==> config.mk <==
export PLATFORM = sky130hd
export DESIGN_NAME = dual_mode_pid_controller_unit
export DESIGN_NICKNAME = d
export VERILOG_FILES = /design/src/rtl/core/dmpid_pkg.sv /design/src/rtl/core/dmpid_err.sv /design/src/rtl/core/dmpid_mult.sv /design/src/rtl/core/dmpid_accum.sv /design/src/rtl/core/dual_mode_pid_controller_unit.sv
export SDC_FILE = /design/constraint.sdc
export NUM_CORES = 2
export LEC_CHECK = 0
export BUFFER_PORTS_ARGS = -buffer_cell sky130_fd_sc_hd__buf_2
export CORE_MARGIN = 3
export CORE_UTILIZATION = 66
export CTS_CLUSTER_DIAMETER = 40
export DETAILED_ROUTE_END_ITERATION = 7
export GPL_TIMING_DRIVEN = 0
export HOLD_SLACK_MARGIN = 0.15
export PLACE_DENSITY = 0.83
export SYNTH_ARGS = -nofsm -noshare
export SYNTH_HDL_FRONTEND = slang
export SYNTH_SLANG_ARGS = --single-unit
==> constraint.sdc <==
create_clock -name aclk -period 19.8 [get_ports aclk]
set_input_delay 3.96 -clock aclk [delete_from_list [all_inputs] [get_ports aclk]]
set_output_delay 3.96 -clock aclk [all_outputs]
set_load 0.03 [all_outputs]
==> src/rtl/core/dmpid_pkg.sv <==
// ============================================================================
// dmpid_pkg
// Shared types, widths and register indexes for the dual-mode PID controller.
// ============================================================================
package dmpid_pkg;

    // Fixed field widths
    localparam int IN_WIDTH    = 16;
    localparam int IN_FRAC     = 4;
    localparam int GAIN_WIDTH  = 16;
    localparam int LIMIT_WIDTH = 15;
    localparam int OUT_WIDTH   = 16;
    localparam int ERR_WIDTH   = IN_WIDTH + 1;
    localparam int PROD_WIDTH  = GAIN_WIDTH + ERR_WIDTH + 2;

    // Parameter defaults
    localparam int GAIN_FRAC_BITS_DEF = 8;
    localparam int ACC_WIDTH_DEF      = 40;

    // Heading wrap in Q11.4
    localparam int HALF_TURN = 180 << IN_FRAC;
    localparam int FULL_TURN = 360 << IN_FRAC;

    // Reset values of the limit registers
    localparam logic [LIMIT_WIDTH-1:0] RESET_OUT_LIMIT = 15'd1600;
    localparam logic [LIMIT_WIDTH-1:0] RESET_I_LIMIT   = 15'd800;

    // Configuration port
    localparam int CFG_IDX_WIDTH  = 3;
    localparam int CFG_DATA_WIDTH = 16;

    localparam logic [CFG_IDX_WIDTH-1:0] REG_MODE        = 3'd0;
    localparam logic [CFG_IDX_WIDTH-1:0] REG_WRAP_ENABLE = 3'd1;
    localparam logic [CFG_IDX_WIDTH-1:0] REG_KP          = 3'd2;
    localparam logic [CFG_IDX_WIDTH-1:0] REG_KI          = 3'd3;
    localparam logic [CFG_IDX_WIDTH-1:0] REG_KD          = 3'd4;
    localparam logic [CFG_IDX_WIDTH-1:0] REG_OUT_LIMIT   = 3'd5;
    localparam logic [CFG_IDX_WIDTH-1:0] REG_I_LIMIT     = 3'd6;

    // Mode codes
    localparam logic MODE_INCREMENTAL = 1'b0;
    localparam logic MODE_POSITIONAL  = 1'b1;

    typedef struct packed {
        logic signed [IN_WIDTH-1:0] setpoint;
        logic signed [IN_WIDTH-1:0] measured;
    } in_item_t;

    typedef struct packed {
        logic signed [OUT_WIDTH-1:0] drive;
        logic signed [OUT_WIDTH-1:0] integral_term;
        logic                        clamped;
    } out_item_t;

    typedef struct packed {
        logic                          mode;
        logic                          wrap_enable;
        logic signed [GAIN_WIDTH-1:0]  kp;
        logic signed [GAIN_WIDTH-1:0]  ki;
        logic signed [GAIN_WIDTH-1:0]  kd;
        logic        [LIMIT_WIDTH-1:0] out_limit;
        logic        [LIMIT_WIDTH-1:0] i_limit;
    } cfg_t;

    // Error sample with its history
    typedef struct packed {
        logic signed [ERR_WIDTH-1:0] e0;
        logic signed [ERR_WIDTH-1:0] e1;
        logic signed [ERR_WIDTH-1:0] e2;
    } err_t;

    // Gain products: proportional, integral, derivative
    typedef struct packed {
        logic signed [PROD_WIDTH-1:0] pa;
        logic signed [PROD_WIDTH-1:0] pi;
        logic signed [PROD_WIDTH-1:0] pd;
    } prod_t;

endpackage

==> src/rtl/core/dmpid_err.sv <==
// ============================================================================
// dmpid_err
// Error stage: forms setpoint - measured, optional +/-180 degree fold, and
// keeps the two-deep error history.
// ============================================================================
module dmpid_err (
    input  logic              aclk,
    input  logic              aresetn,
    input  logic              wrap_enable,
    input  logic              ld,
    input  dmpid_pkg::in_item_t in_item,
    output dmpid_pkg::err_t     err
);
    import dmpid_pkg::*;

    localparam int RW         = (IN_WIDTH > 13) ? IN_WIDTH : 13;
    localparam int WRAP_STEPS = (IN_WIDTH > 13) ? IN_WIDTH - 12 : 1;

    logic signed [ERR_WIDTH-1:0] e_raw;
    logic signed [ERR_WIDTH-1:0] e_next;
    logic signed [ERR_WIDTH-1:0] last_err_reg;
    logic signed [ERR_WIDTH-1:0] older_err_reg;
    err_t                        err_reg;
    err_t                        err_next;

    // Fold into [-180,+180] by whole turns; exactly +/-180 stays
    function automatic logic signed [ERR_WIDTH-1:0] wrap_err(
        input logic signed [ERR_WIDTH-1:0] e
    );
        logic [RW-1:0]               r;
        logic signed [ERR_WIDTH-1:0] fold;
        logic                        big;
        big = (e > ERR_WIDTH'(HALF_TURN)) || (e < -ERR_WIDTH'(HALF_TURN));
        r   = (e < 0) ? RW'(-e) : RW'(e);
        r   = r - RW'(HALF_TURN + 1);
        // restoring remainder by the turn size, one compare per bit
        for (int j = WRAP_STEPS - 1; j >= 0; j--) begin
            if (r >= RW'(FULL_TURN << j)) begin
                r = r - RW'(FULL_TURN << j);
            end
        end
        fold = signed'(ERR_WIDTH'(r)) - ERR_WIDTH'(HALF_TURN - 1);
        if (!big) begin
            return e;
        end else if (e > 0) begin
            return fold;
        end else begin
            return -fold;
        end
    endfunction

    always_comb begin
        e_raw       = ERR_WIDTH'(in_item.setpoint) - ERR_WIDTH'(in_item.measured);
        e_next      = wrap_enable ? wrap_err(e_raw) : e_raw;
        err_next.e0 = e_next;
        err_next.e1 = last_err_reg;
        err_next.e2 = older_err_reg;
    end

    // History shifts once per item
    always_ff @(posedge aclk) begin
        if (!aresetn) begin
            last_err_reg  <= '0;
            older_err_reg <= '0;
        end else if (ld) begin
            last_err_reg  <= e_next;
            older_err_reg <= last_err_reg;
        end
    end

    always_ff @(posedge aclk) begin
        if (ld) begin
            err_reg <= err_next;
        end
    end

    assign err = err_reg;

endmodule

==> src/rtl/core/dmpid_mult.sv <==
// ============================================================================
// dmpid_mult
// Multiply stage: error and error differences times the three gains, registered.
// ============================================================================
module dmpid_mult (
    input  logic              aclk,
    input  logic              ld,
    input  dmpid_pkg::cfg_t   cfg,
    input  dmpid_pkg::err_t   err,
    output dmpid_pkg::prod_t  prod
);
    import dmpid_pkg::*;

    logic signed [ERR_WIDTH:0]   d1;
    logic signed [ERR_WIDTH+1:0] d2;
    logic signed [ERR_WIDTH:0]   op_p;
    logic signed [ERR_WIDTH+1:0] op_d;
    prod_t                       prod_reg;
    prod_t                       prod_next;

    // Positional uses e0 and e0-e1; incremental uses first and second difference
    always_comb begin
        d1   = (ERR_WIDTH+1)'(err.e0) - (ERR_WIDTH+1)'(err.e1);
        d2   = (ERR_WIDTH+2)'(err.e0) - ((ERR_WIDTH+2)'(err.e1) <<< 1)
             + (ERR_WIDTH+2)'(err.e2);
        op_p = (cfg.mode == MODE_POSITIONAL) ? (ERR_WIDTH+1)'(err.e0) : d1;
        op_d = (cfg.mode == MODE_POSITIONAL) ? (ERR_WIDTH+2)'(d1) : d2;
        prod_next.pa = PROD_WIDTH'(cfg.kp) * PROD_WIDTH'(op_p);
        prod_next.pi = PROD_WIDTH'(cfg.ki) * PROD_WIDTH'(err.e0);
        prod_next.pd = PROD_WIDTH'(cfg.kd) * PROD_WIDTH'(op_d);
    end

    always_ff @(posedge aclk) begin
        if (ld) begin
            prod_reg <= prod_next;
        end
    end

    assign prod = prod_reg;

endmodule

==> src/rtl/core/dmpid_accum.sv <==
// ============================================================================
// dmpid_accum
// Combine stage and accumulate stage: sums the products, updates the output
// accumulator or integral, clamps, and converts to whole counts.
// ============================================================================
module dmpid_accum #(
    parameter int ACC_WIDTH      = dmpid_pkg::ACC_WIDTH_DEF,
    parameter int GAIN_FRAC_BITS = dmpid_pkg::GAIN_FRAC_BITS_DEF
) (
    input  logic                aclk,
    input  logic                aresetn,
    input  dmpid_pkg::cfg_t     cfg,
    input  logic                cmb_ld,
    input  logic                res_ld,
    input  dmpid_pkg::prod_t    prod,
    output dmpid_pkg::out_item_t res
);
    import dmpid_pkg::*;

    localparam int FIX_SHIFT = IN_FRAC + GAIN_FRAC_BITS;
    localparam int CSW       = PROD_WIDTH + 2;
    localparam int LW        = LIMIT_WIDTH + FIX_SHIFT + 1;
    localparam int SW0       = (ACC_WIDTH > CSW) ? ACC_WIDTH : CSW;
    localparam int SW        = ((SW0 > LW) ? SW0 : LW) + 2;

    localparam logic signed [SW-1:0] ACC_MAX =
        {{(SW-ACC_WIDTH+1){1'b0}}, {(ACC_WIDTH-1){1'b1}}};
    localparam logic signed [SW-1:0] ACC_MIN =
        {{(SW-ACC_WIDTH+1){1'b1}}, {(ACC_WIDTH-1){1'b0}}};
    localparam logic signed [SW-1:0] OUT_MAX = SW'(32'sd32767);
    localparam logic signed [SW-1:0] OUT_MIN = SW'(-32'sd32768);

    logic signed [CSW-1:0]        delta_reg;
    logic signed [CSW-1:0]        ppd_reg;
    logic signed [PROD_WIDTH-1:0] pi_reg;
    logic signed [ACC_WIDTH-1:0]  acc_reg;
    logic signed [ACC_WIDTH-1:0]  acc_next;
    logic signed [ACC_WIDTH-1:0]  isum_reg;
    logic signed [ACC_WIDTH-1:0]  isum_next;
    out_item_t                    res_reg;
    out_item_t                    res_next;

    logic signed [SW-1:0] lim;
    logic signed [SW-1:0] v_inc;
    logic signed [SW-1:0] v_pos;
    logic signed [SW-1:0] v;
    logic signed [SW-1:0] v_cl;
    logic                 hit_hi;
    logic                 hit_lo;

    function automatic logic signed [ACC_WIDTH-1:0] sat_acc(
        input logic signed [SW-1:0] x
    );
        logic signed [SW-1:0] y;
        y = x;
        if (x > ACC_MAX) begin
            y = ACC_MAX;
        end else if (x < ACC_MIN) begin
            y = ACC_MIN;
        end
        return y[ACC_WIDTH-1:0];
    endfunction

    // Q.F to counts, truncated toward zero, saturated to the output width
    function automatic logic signed [OUT_WIDTH-1:0] to_counts(
        input logic signed [SW-1:0] x
    );
        logic signed [SW-1:0] q;
        q = x >>> FIX_SHIFT;
        if (x[SW-1] && (x[FIX_SHIFT-1:0] != '0)) begin
            q = q + SW'(1);
        end
        if (q > OUT_MAX) begin
            q = OUT_MAX;
        end else if (q < OUT_MIN) begin
            q = OUT_MIN;
        end
        return q[OUT_WIDTH-1:0];
    endfunction

    // Combine stage
    always_ff @(posedge aclk) begin
        if (cmb_ld) begin
            delta_reg <= CSW'(prod.pa) + CSW'(prod.pi) + CSW'(prod.pd);
            ppd_reg   <= CSW'(prod.pa) + CSW'(prod.pd);
            pi_reg    <= prod.pi;
        end
    end

    // Accumulate, clamp and convert
    always_comb begin
        lim       = SW'({cfg.out_limit, {FIX_SHIFT{1'b0}}});
        v_inc     = SW'(sat_acc(SW'(acc_reg) + SW'(delta_reg)));
        isum_next = sat_acc(SW'(isum_reg) + SW'(pi_reg));
        v_pos     = SW'(ppd_reg) + SW'(isum_next);
        v         = (cfg.mode == MODE_POSITIONAL) ? v_pos : v_inc;
        hit_hi    = 1'b0;
        hit_lo    = 1'b0;
        v_cl      = v;
        if (v > lim) begin
            v_cl   = lim;
            hit_hi = 1'b1;
        end else if (v < -lim) begin
            v_cl   = -lim;
            hit_lo = 1'b1;
        end
        acc_next          = sat_acc(v_cl);
        res_next.drive    = to_counts(SW'(acc_next));
        res_next.clamped  = hit_hi | hit_lo;
        if (cfg.mode == MODE_POSITIONAL) begin
            res_next.integral_term = to_counts(SW'(isum_next));
        end else if (hit_hi) begin
            res_next.integral_term = signed'(OUT_WIDTH'(cfg.i_limit));
        end else if (hit_lo) begin
            res_next.integral_term = -signed'(OUT_WIDTH'(cfg.i_limit));
        end else begin
            res_next.integral_term = to_counts(SW'(pi_reg));
        end
    end

    // State: integral only moves in positional mode
    always_ff @(posedge aclk) begin
        if (!aresetn) begin
            acc_reg  <= '0;
            isum_reg <= '0;
        end else if (res_ld) begin
            acc_reg <= acc_next;
            if (cfg.mode == MODE_POSITIONAL) begin
                isum_reg <= isum_next;
            end
        end
    end

    always_ff @(posedge aclk) begin
        if (res_ld) begin
            res_reg <= res_next;
        end
    end

    assign res = res_reg;

endmodule

==> src/rtl/core/dual_mode_pid_controller_unit.sv <==
// ============================================================================
// dual_mode_pid_controller_unit
// Fixed-point PID controller, incremental or positional, with heading wrap.
// ============================================================================
// One item is accepted per clock while s_ready is high. Its result is offered
// on the result port after it has passed the input, error, multiply, combine
// and accumulate registers in turn. Throughput is one item per cycle as long
// as the result side keeps taking items. The controller state closes its loop
// inside the accumulate stage. That stage does one saturating add per item,
// one more add in positional mode, and one clamp. The configuration registers
// come out of reset as incremental mode, no wrap, zero gains, out_limit 1600
// and i_limit 800; write them only while no item is in flight.
module dual_mode_pid_controller_unit #(
    parameter int ACC_WIDTH      = dmpid_pkg::ACC_WIDTH_DEF,
    parameter int GAIN_FRAC_BITS = dmpid_pkg::GAIN_FRAC_BITS_DEF
) (
    input  logic                                   aclk,
    input  logic                                   aresetn,
    // configuration write port
    input  logic                                   cfg_wr_en,
    input  logic [dmpid_pkg::CFG_IDX_WIDTH-1:0]    cfg_index,
    input  logic [dmpid_pkg::CFG_DATA_WIDTH-1:0]   cfg_data,
    // input items
    input  logic                                   s_valid,
    output logic                                   s_ready,
    input  dmpid_pkg::in_item_t                    s_item,
    // result items
    output logic                                   m_valid,
    input  logic                                   m_ready,
    output dmpid_pkg::out_item_t                   m_item
);
    import dmpid_pkg::*;

    cfg_t      cfg_reg;
    in_item_t  in_reg;
    err_t      err;
    prod_t     prod;

    logic v_in_reg, v_err_reg, v_mul_reg, v_cmb_reg, v_res_reg;
    logic rdy_in, rdy_err, rdy_mul, rdy_cmb, rdy_res;

    // Configuration registers
    always_ff @(posedge aclk) begin
        if (!aresetn) begin
            cfg_reg.mode        <= MODE_INCREMENTAL;
            cfg_reg.wrap_enable <= 1'b0;
            cfg_reg.kp          <= '0;
            cfg_reg.ki          <= '0;
            cfg_reg.kd          <= '0;
            cfg_reg.out_limit   <= RESET_OUT_LIMIT;
            cfg_reg.i_limit     <= RESET_I_LIMIT;
        end else if (cfg_wr_en) begin
            case (cfg_index)
                REG_MODE:        cfg_reg.mode        <= cfg_data[0];
                REG_WRAP_ENABLE: cfg_reg.wrap_enable <= cfg_data[0];
                REG_KP:          cfg_reg.kp          <= signed'(cfg_data[GAIN_WIDTH-1:0]);
                REG_KI:          cfg_reg.ki          <= signed'(cfg_data[GAIN_WIDTH-1:0]);
                REG_KD:          cfg_reg.kd          <= signed'(cfg_data[GAIN_WIDTH-1:0]);
                REG_OUT_LIMIT:   cfg_reg.out_limit   <= cfg_data[LIMIT_WIDTH-1:0];
                REG_I_LIMIT:     cfg_reg.i_limit     <= cfg_data[LIMIT_WIDTH-1:0];
                default:         ;
            endcase
        end
    end

    // Per-stage ready: a stage loads when empty or when its item moves on
    assign rdy_res = !v_res_reg || m_ready;
    assign rdy_cmb = !v_cmb_reg || rdy_res;
    assign rdy_mul = !v_mul_reg || rdy_cmb;
    assign rdy_err = !v_err_reg || rdy_mul;
    assign rdy_in  = !v_in_reg  || rdy_err;
    assign s_ready = rdy_in;
    assign m_valid = v_res_reg;

    // Valid chain
    always_ff @(posedge aclk) begin
        if (!aresetn) begin
            v_in_reg  <= 1'b0;
            v_err_reg <= 1'b0;
            v_mul_reg <= 1'b0;
            v_cmb_reg <= 1'b0;
            v_res_reg <= 1'b0;
        end else begin
            if (rdy_in)  v_in_reg  <= s_valid;
            if (rdy_err) v_err_reg <= v_in_reg;
            if (rdy_mul) v_mul_reg <= v_err_reg;
            if (rdy_cmb) v_cmb_reg <= v_mul_reg;
            if (rdy_res) v_res_reg <= v_cmb_reg;
        end
    end

    // Input register
    always_ff @(posedge aclk) begin
        if (rdy_in && s_valid) begin
            in_reg <= s_item;
        end
    end

    dmpid_err u_err (
        .aclk        (aclk),
        .aresetn     (aresetn),
        .wrap_enable (cfg_reg.wrap_enable),
        .ld          (rdy_err && v_in_reg),
        .in_item     (in_reg),
        .err         (err)
    );

    dmpid_mult u_mult (
        .aclk (aclk),
        .ld   (rdy_mul && v_err_reg),
        .cfg  (cfg_reg),
        .err  (err),
        .prod (prod)
    );

    dmpid_accum #(
        .ACC_WIDTH      (ACC_WIDTH),
        .GAIN_FRAC_BITS (GAIN_FRAC_BITS)
    ) u_accum (
        .aclk    (aclk),
        .aresetn (aresetn),
        .cfg     (cfg_reg),
        .cmb_ld  (rdy_cmb && v_mul_reg),
        .res_ld  (rdy_res && v_cmb_reg),
        .prod    (prod),
        .res     (m_item)
    );

endmodule
==> impl_metrics.sql <==
INSERT INTO impl_metrics (metric_group, metric, value, unit) VALUES
('grt', 'grt_antenna_before_repair', '20', ''),
('grt', 'first_global_vias', '61621', ''),
('detailed_routing', 'final_antenna_net_count', '0', ''),
('worst_setup_path', 'cp_data_arrival_time', '19290', 'ps'),
('sta', 'max_slew_margin', '-6.70', '%'),
('placed_design', 'dpl-instance-area', '73100', 'sq um'),
('clock_network', 'clk_pin_slew', '60', 'ps'),
('detailed_routing', 'vias', '60024', ''),
('grt', 'track_usage', '42.2', '%'),
('worst_setup_path', 'cp-startpoint', 'u_accum.pi_reg[0]', ''),
('yosys', 'synthesis.area_per_instance', '8.87', 'sq um'),
('floorplanning', 'die-width', '333', 'microns'),
('pwr', 'vdd_ir_drop_max', '0.554', 'mV'),
('sta', 'finalMaxSlewViolations', '16', ''),
('final_layout', 'multi_input_comb_area', '51100', 'sq um'),
('worst_setup_path', 'r2r-start', 'u_accum.pi_reg[0]', ''),
('pwr', 'power_per_cell_area', '109', 'nW/um^2'),
('final_layout', 'largest_register_ffs', '102', ''),
('yosys', 'ys_warn_count', '0', ''),
('final_layout', 'area_growth', '7.39', '%'),
('clock_network', 'cts_setup_buffers', '0', ''),
('status', 'result_of_the_run', 'finished, violations left', ''),
('yosys', 'yosys_most_used_dff', 'sky130_fd_sc_hd__edfxtp_1', ''),
('grt', 'grt_remaining_overflow', '0', ''),
('clock_network', 'clkSinkCount', '522', ''),
('worst_setup_path', 'end_kind', 'flip-flop', ''),
('detailed_routing', 'first_pass_iters', '6', ''),
('sta', 'fin_worst_hold_slack', '429', 'ps'),
('sta', 'final-hold-violation-count', '0', ''),
('worst_setup_path', 'cpMostUsedCell', 'sky130_fd_sc_hd__o21ai_0', ''),
('detailed_routing', 'detail_route.wl_per_cell', '24.2', 'microns'),
('worst_setup_path', 'worst-path-stages', '72', ''),
('worst_setup_path', 'crit_required', '20190', 'ps'),
('worst_setup_path', 'critPathMaxFanout', '10', ''),
('yosys', 'synth_enable_flop_cells', '323', ''),
('worst_setup_path', 'r2r_cells', '72', ''),
('pwr', 'combinational_fraction_of_design_power', '66.4', '%'),
('clock_network', 'cts_buffers', '78', ''),
('pwr', 'power.static_leakage', '33.7', 'nW'),
('clock_network', 'clk-insertion-delay-late', '670', 'ps'),
('detailed_routing', 'avgViaCountPerCell', '6.24', ''),
('job', 'timing.max_cap.violations', '3', ''),
('worst_hold_path', 'worst_hold_startpoint', 'u_err.older_err_reg[4]', ''),
('yosys', 'synth_cell_types', '109', ''),
('yosys', 'synth_area_leader_cell', 'sky130_fd_sc_hd__fa_1', ''),
('final_layout', 'post_route_cells_drive_above_1_share', '4.38', '%'),
('sta', 'fin_worst_skew', '34.4', 'ps'),
('floorplanning', 'core-area', '106000', 'sq um'),
('status', 'violations', 'capacitance limit, slew limit', ''),
('worst_hold_path', 'min-delay-path-class', 'flip-flop to flip-flop', ''),
('yosys', 'syn_area', '70600', 'sq um'),
('final_layout', 'nFillCells', '7938', ''),
('pwr', 'total_switching_power', '4.12', 'mW'),
('final_layout', 'layout.cell_area.non_filler', '75800', 'sq um'),
('floorplanning', 'fp-row-count', '119', ''),
('yosys', 'synth_async_sr_flop_share', '0', '%'),
('yosys', 'synth_fp_nets', '9509', ''),
('sta', 'setup_repair_after_global_routing_missed_its_margin', 'false', ''),
('floorplanning', 'io-pin-count', '91', ''),
('detailed_routing', 'detailedRoute.firstIterationViolations', '5732', ''),
('detailed_routing', 'remaining_drc_errors', '0', ''),
('worst_setup_path', 'critical_path.endpoint', 'u_accum.res[21]', ''),
('worst_setup_path', 'critical-path-slowest-cell', 'sky130_fd_sc_hd__a21oi_1', ''),
('worst_setup_path', 'r2r_setup_slack', '900', 'ps'),
('floorplanning', 'floorplan.die_area', '111000', 'sq um'),
('pwr', 'p_sw_share', '50.0', '%'),
('sta', 'setup-tns-final', '0', 'ps'),
('detailed_routing', 'routed_wl', '233', 'mm'),
('worst_setup_path', 'worstPathBufferInverterCount', '8', ''),
('final_layout', 'post_layout_nonfiller_instances', '9619', ''),
('clock_network', 'cts_max_path_buffers', '3', '');
placed cells by master (no fill, tap or decap), types with 115 or more instances in the layout:
master                     instances
sky130_fd_sc_hd__ha_1            559
sky130_fd_sc_hd__fa_1            929
sky130_fd_sc_hd__edfxtp_1        323
sky130_fd_sc_hd__dfxtp_1         199
sky130_fd_sc_hd__nand2_1        1034
sky130_fd_sc_hd__xnor2_1         317
sky130_fd_sc_hd__nor3_1          135
sky130_fd_sc_hd__xor2_1          115
sky130_fd_sc_hd__inv_1          1253
sky130_fd_sc_hd__a21oi_1         502
sky130_fd_sc_hd__nor2_1          441
sky130_fd_sc_hd__and2_1          336
sky130_fd_sc_hd__clkbuf_1        265
sky130_fd_sc_hd__o21ai_0         231
logic make-up after synthesis:
family	count (synthesis)	synth area share, %
AOI/OAI and AO/OA	1504	13.8
xor gates and xnor gates	437	5.47
adders and majority gates	1512	36.6
buffers and inverters	1554	8.29
DFF	522	19.4
muxes	45	0.684
and+or+nand+nor	2391	15.8
power by group through the flow:
stage / clock network [mW] / logic [mW] / registers, mW
final: 1.45 / 5.46 / 1.32
after global routing: 1.50 / 5.92 / 1.32
after CTS: 1.45 / 5.37 / 1.32
after detailed placement: 0 / 5.34 / 1.34
after global placement: 0 / 5.19 / 1.34
after floorplan: 0 / 4.09 / 1.30
worst min-delay path by stage:
stage	to	slack [ps]	cells after the start
floorplan	u_err.err[0]	410	0
global placement	u_err.err[16]	410	0
detailed placement	u_err.err[13]	420	0
CTS	u_err.err[4]	430	0
global route	u_err.err[4]	430	0
finish	u_err.err[4]	430	0
what timing repair did:
item / in CTS / in global routing
gates resized for setup: 0 / 10
hold buffers: 0 / 0
endpoints found under the setup margin: 0 / 16
area by class of cell:
class	instances	area share (%)
Antenna cell	17	0.0561
Tap cell	1391	2.29
Multi-Input combinational cell	5889	67.4
Inverter	1257	6.22
Timing Repair Buffer	102	0.868
Clock inverter	52	0.868
Sequential cell	522	18.0
Buffer	296	1.50
Clock buffer	93	2.74
routing by layer:
layer / track usage, % / vias to the layer above / wire length (microns)
met2: 68.2 / 3387 / 107000
met5: 0 / - / 34
li1: - / 26534 / -
met3: 10.7 / 953 / 23700
met1: 49.1 / 29144 / 82200
met4: 30.5 / 6 / 19900
per-stage QoR:
stage	utilization (%)	power, mW	setup WS, ps
floorplan	-	5.40	5750
global placement	68.9	6.54	246
detailed placement	69.1	6.67	238
CTS	71.7	8.14	131
global route	71.7	8.74	21.5
finish	71.7	8.23	899
(Power assumes the default switching activity.)
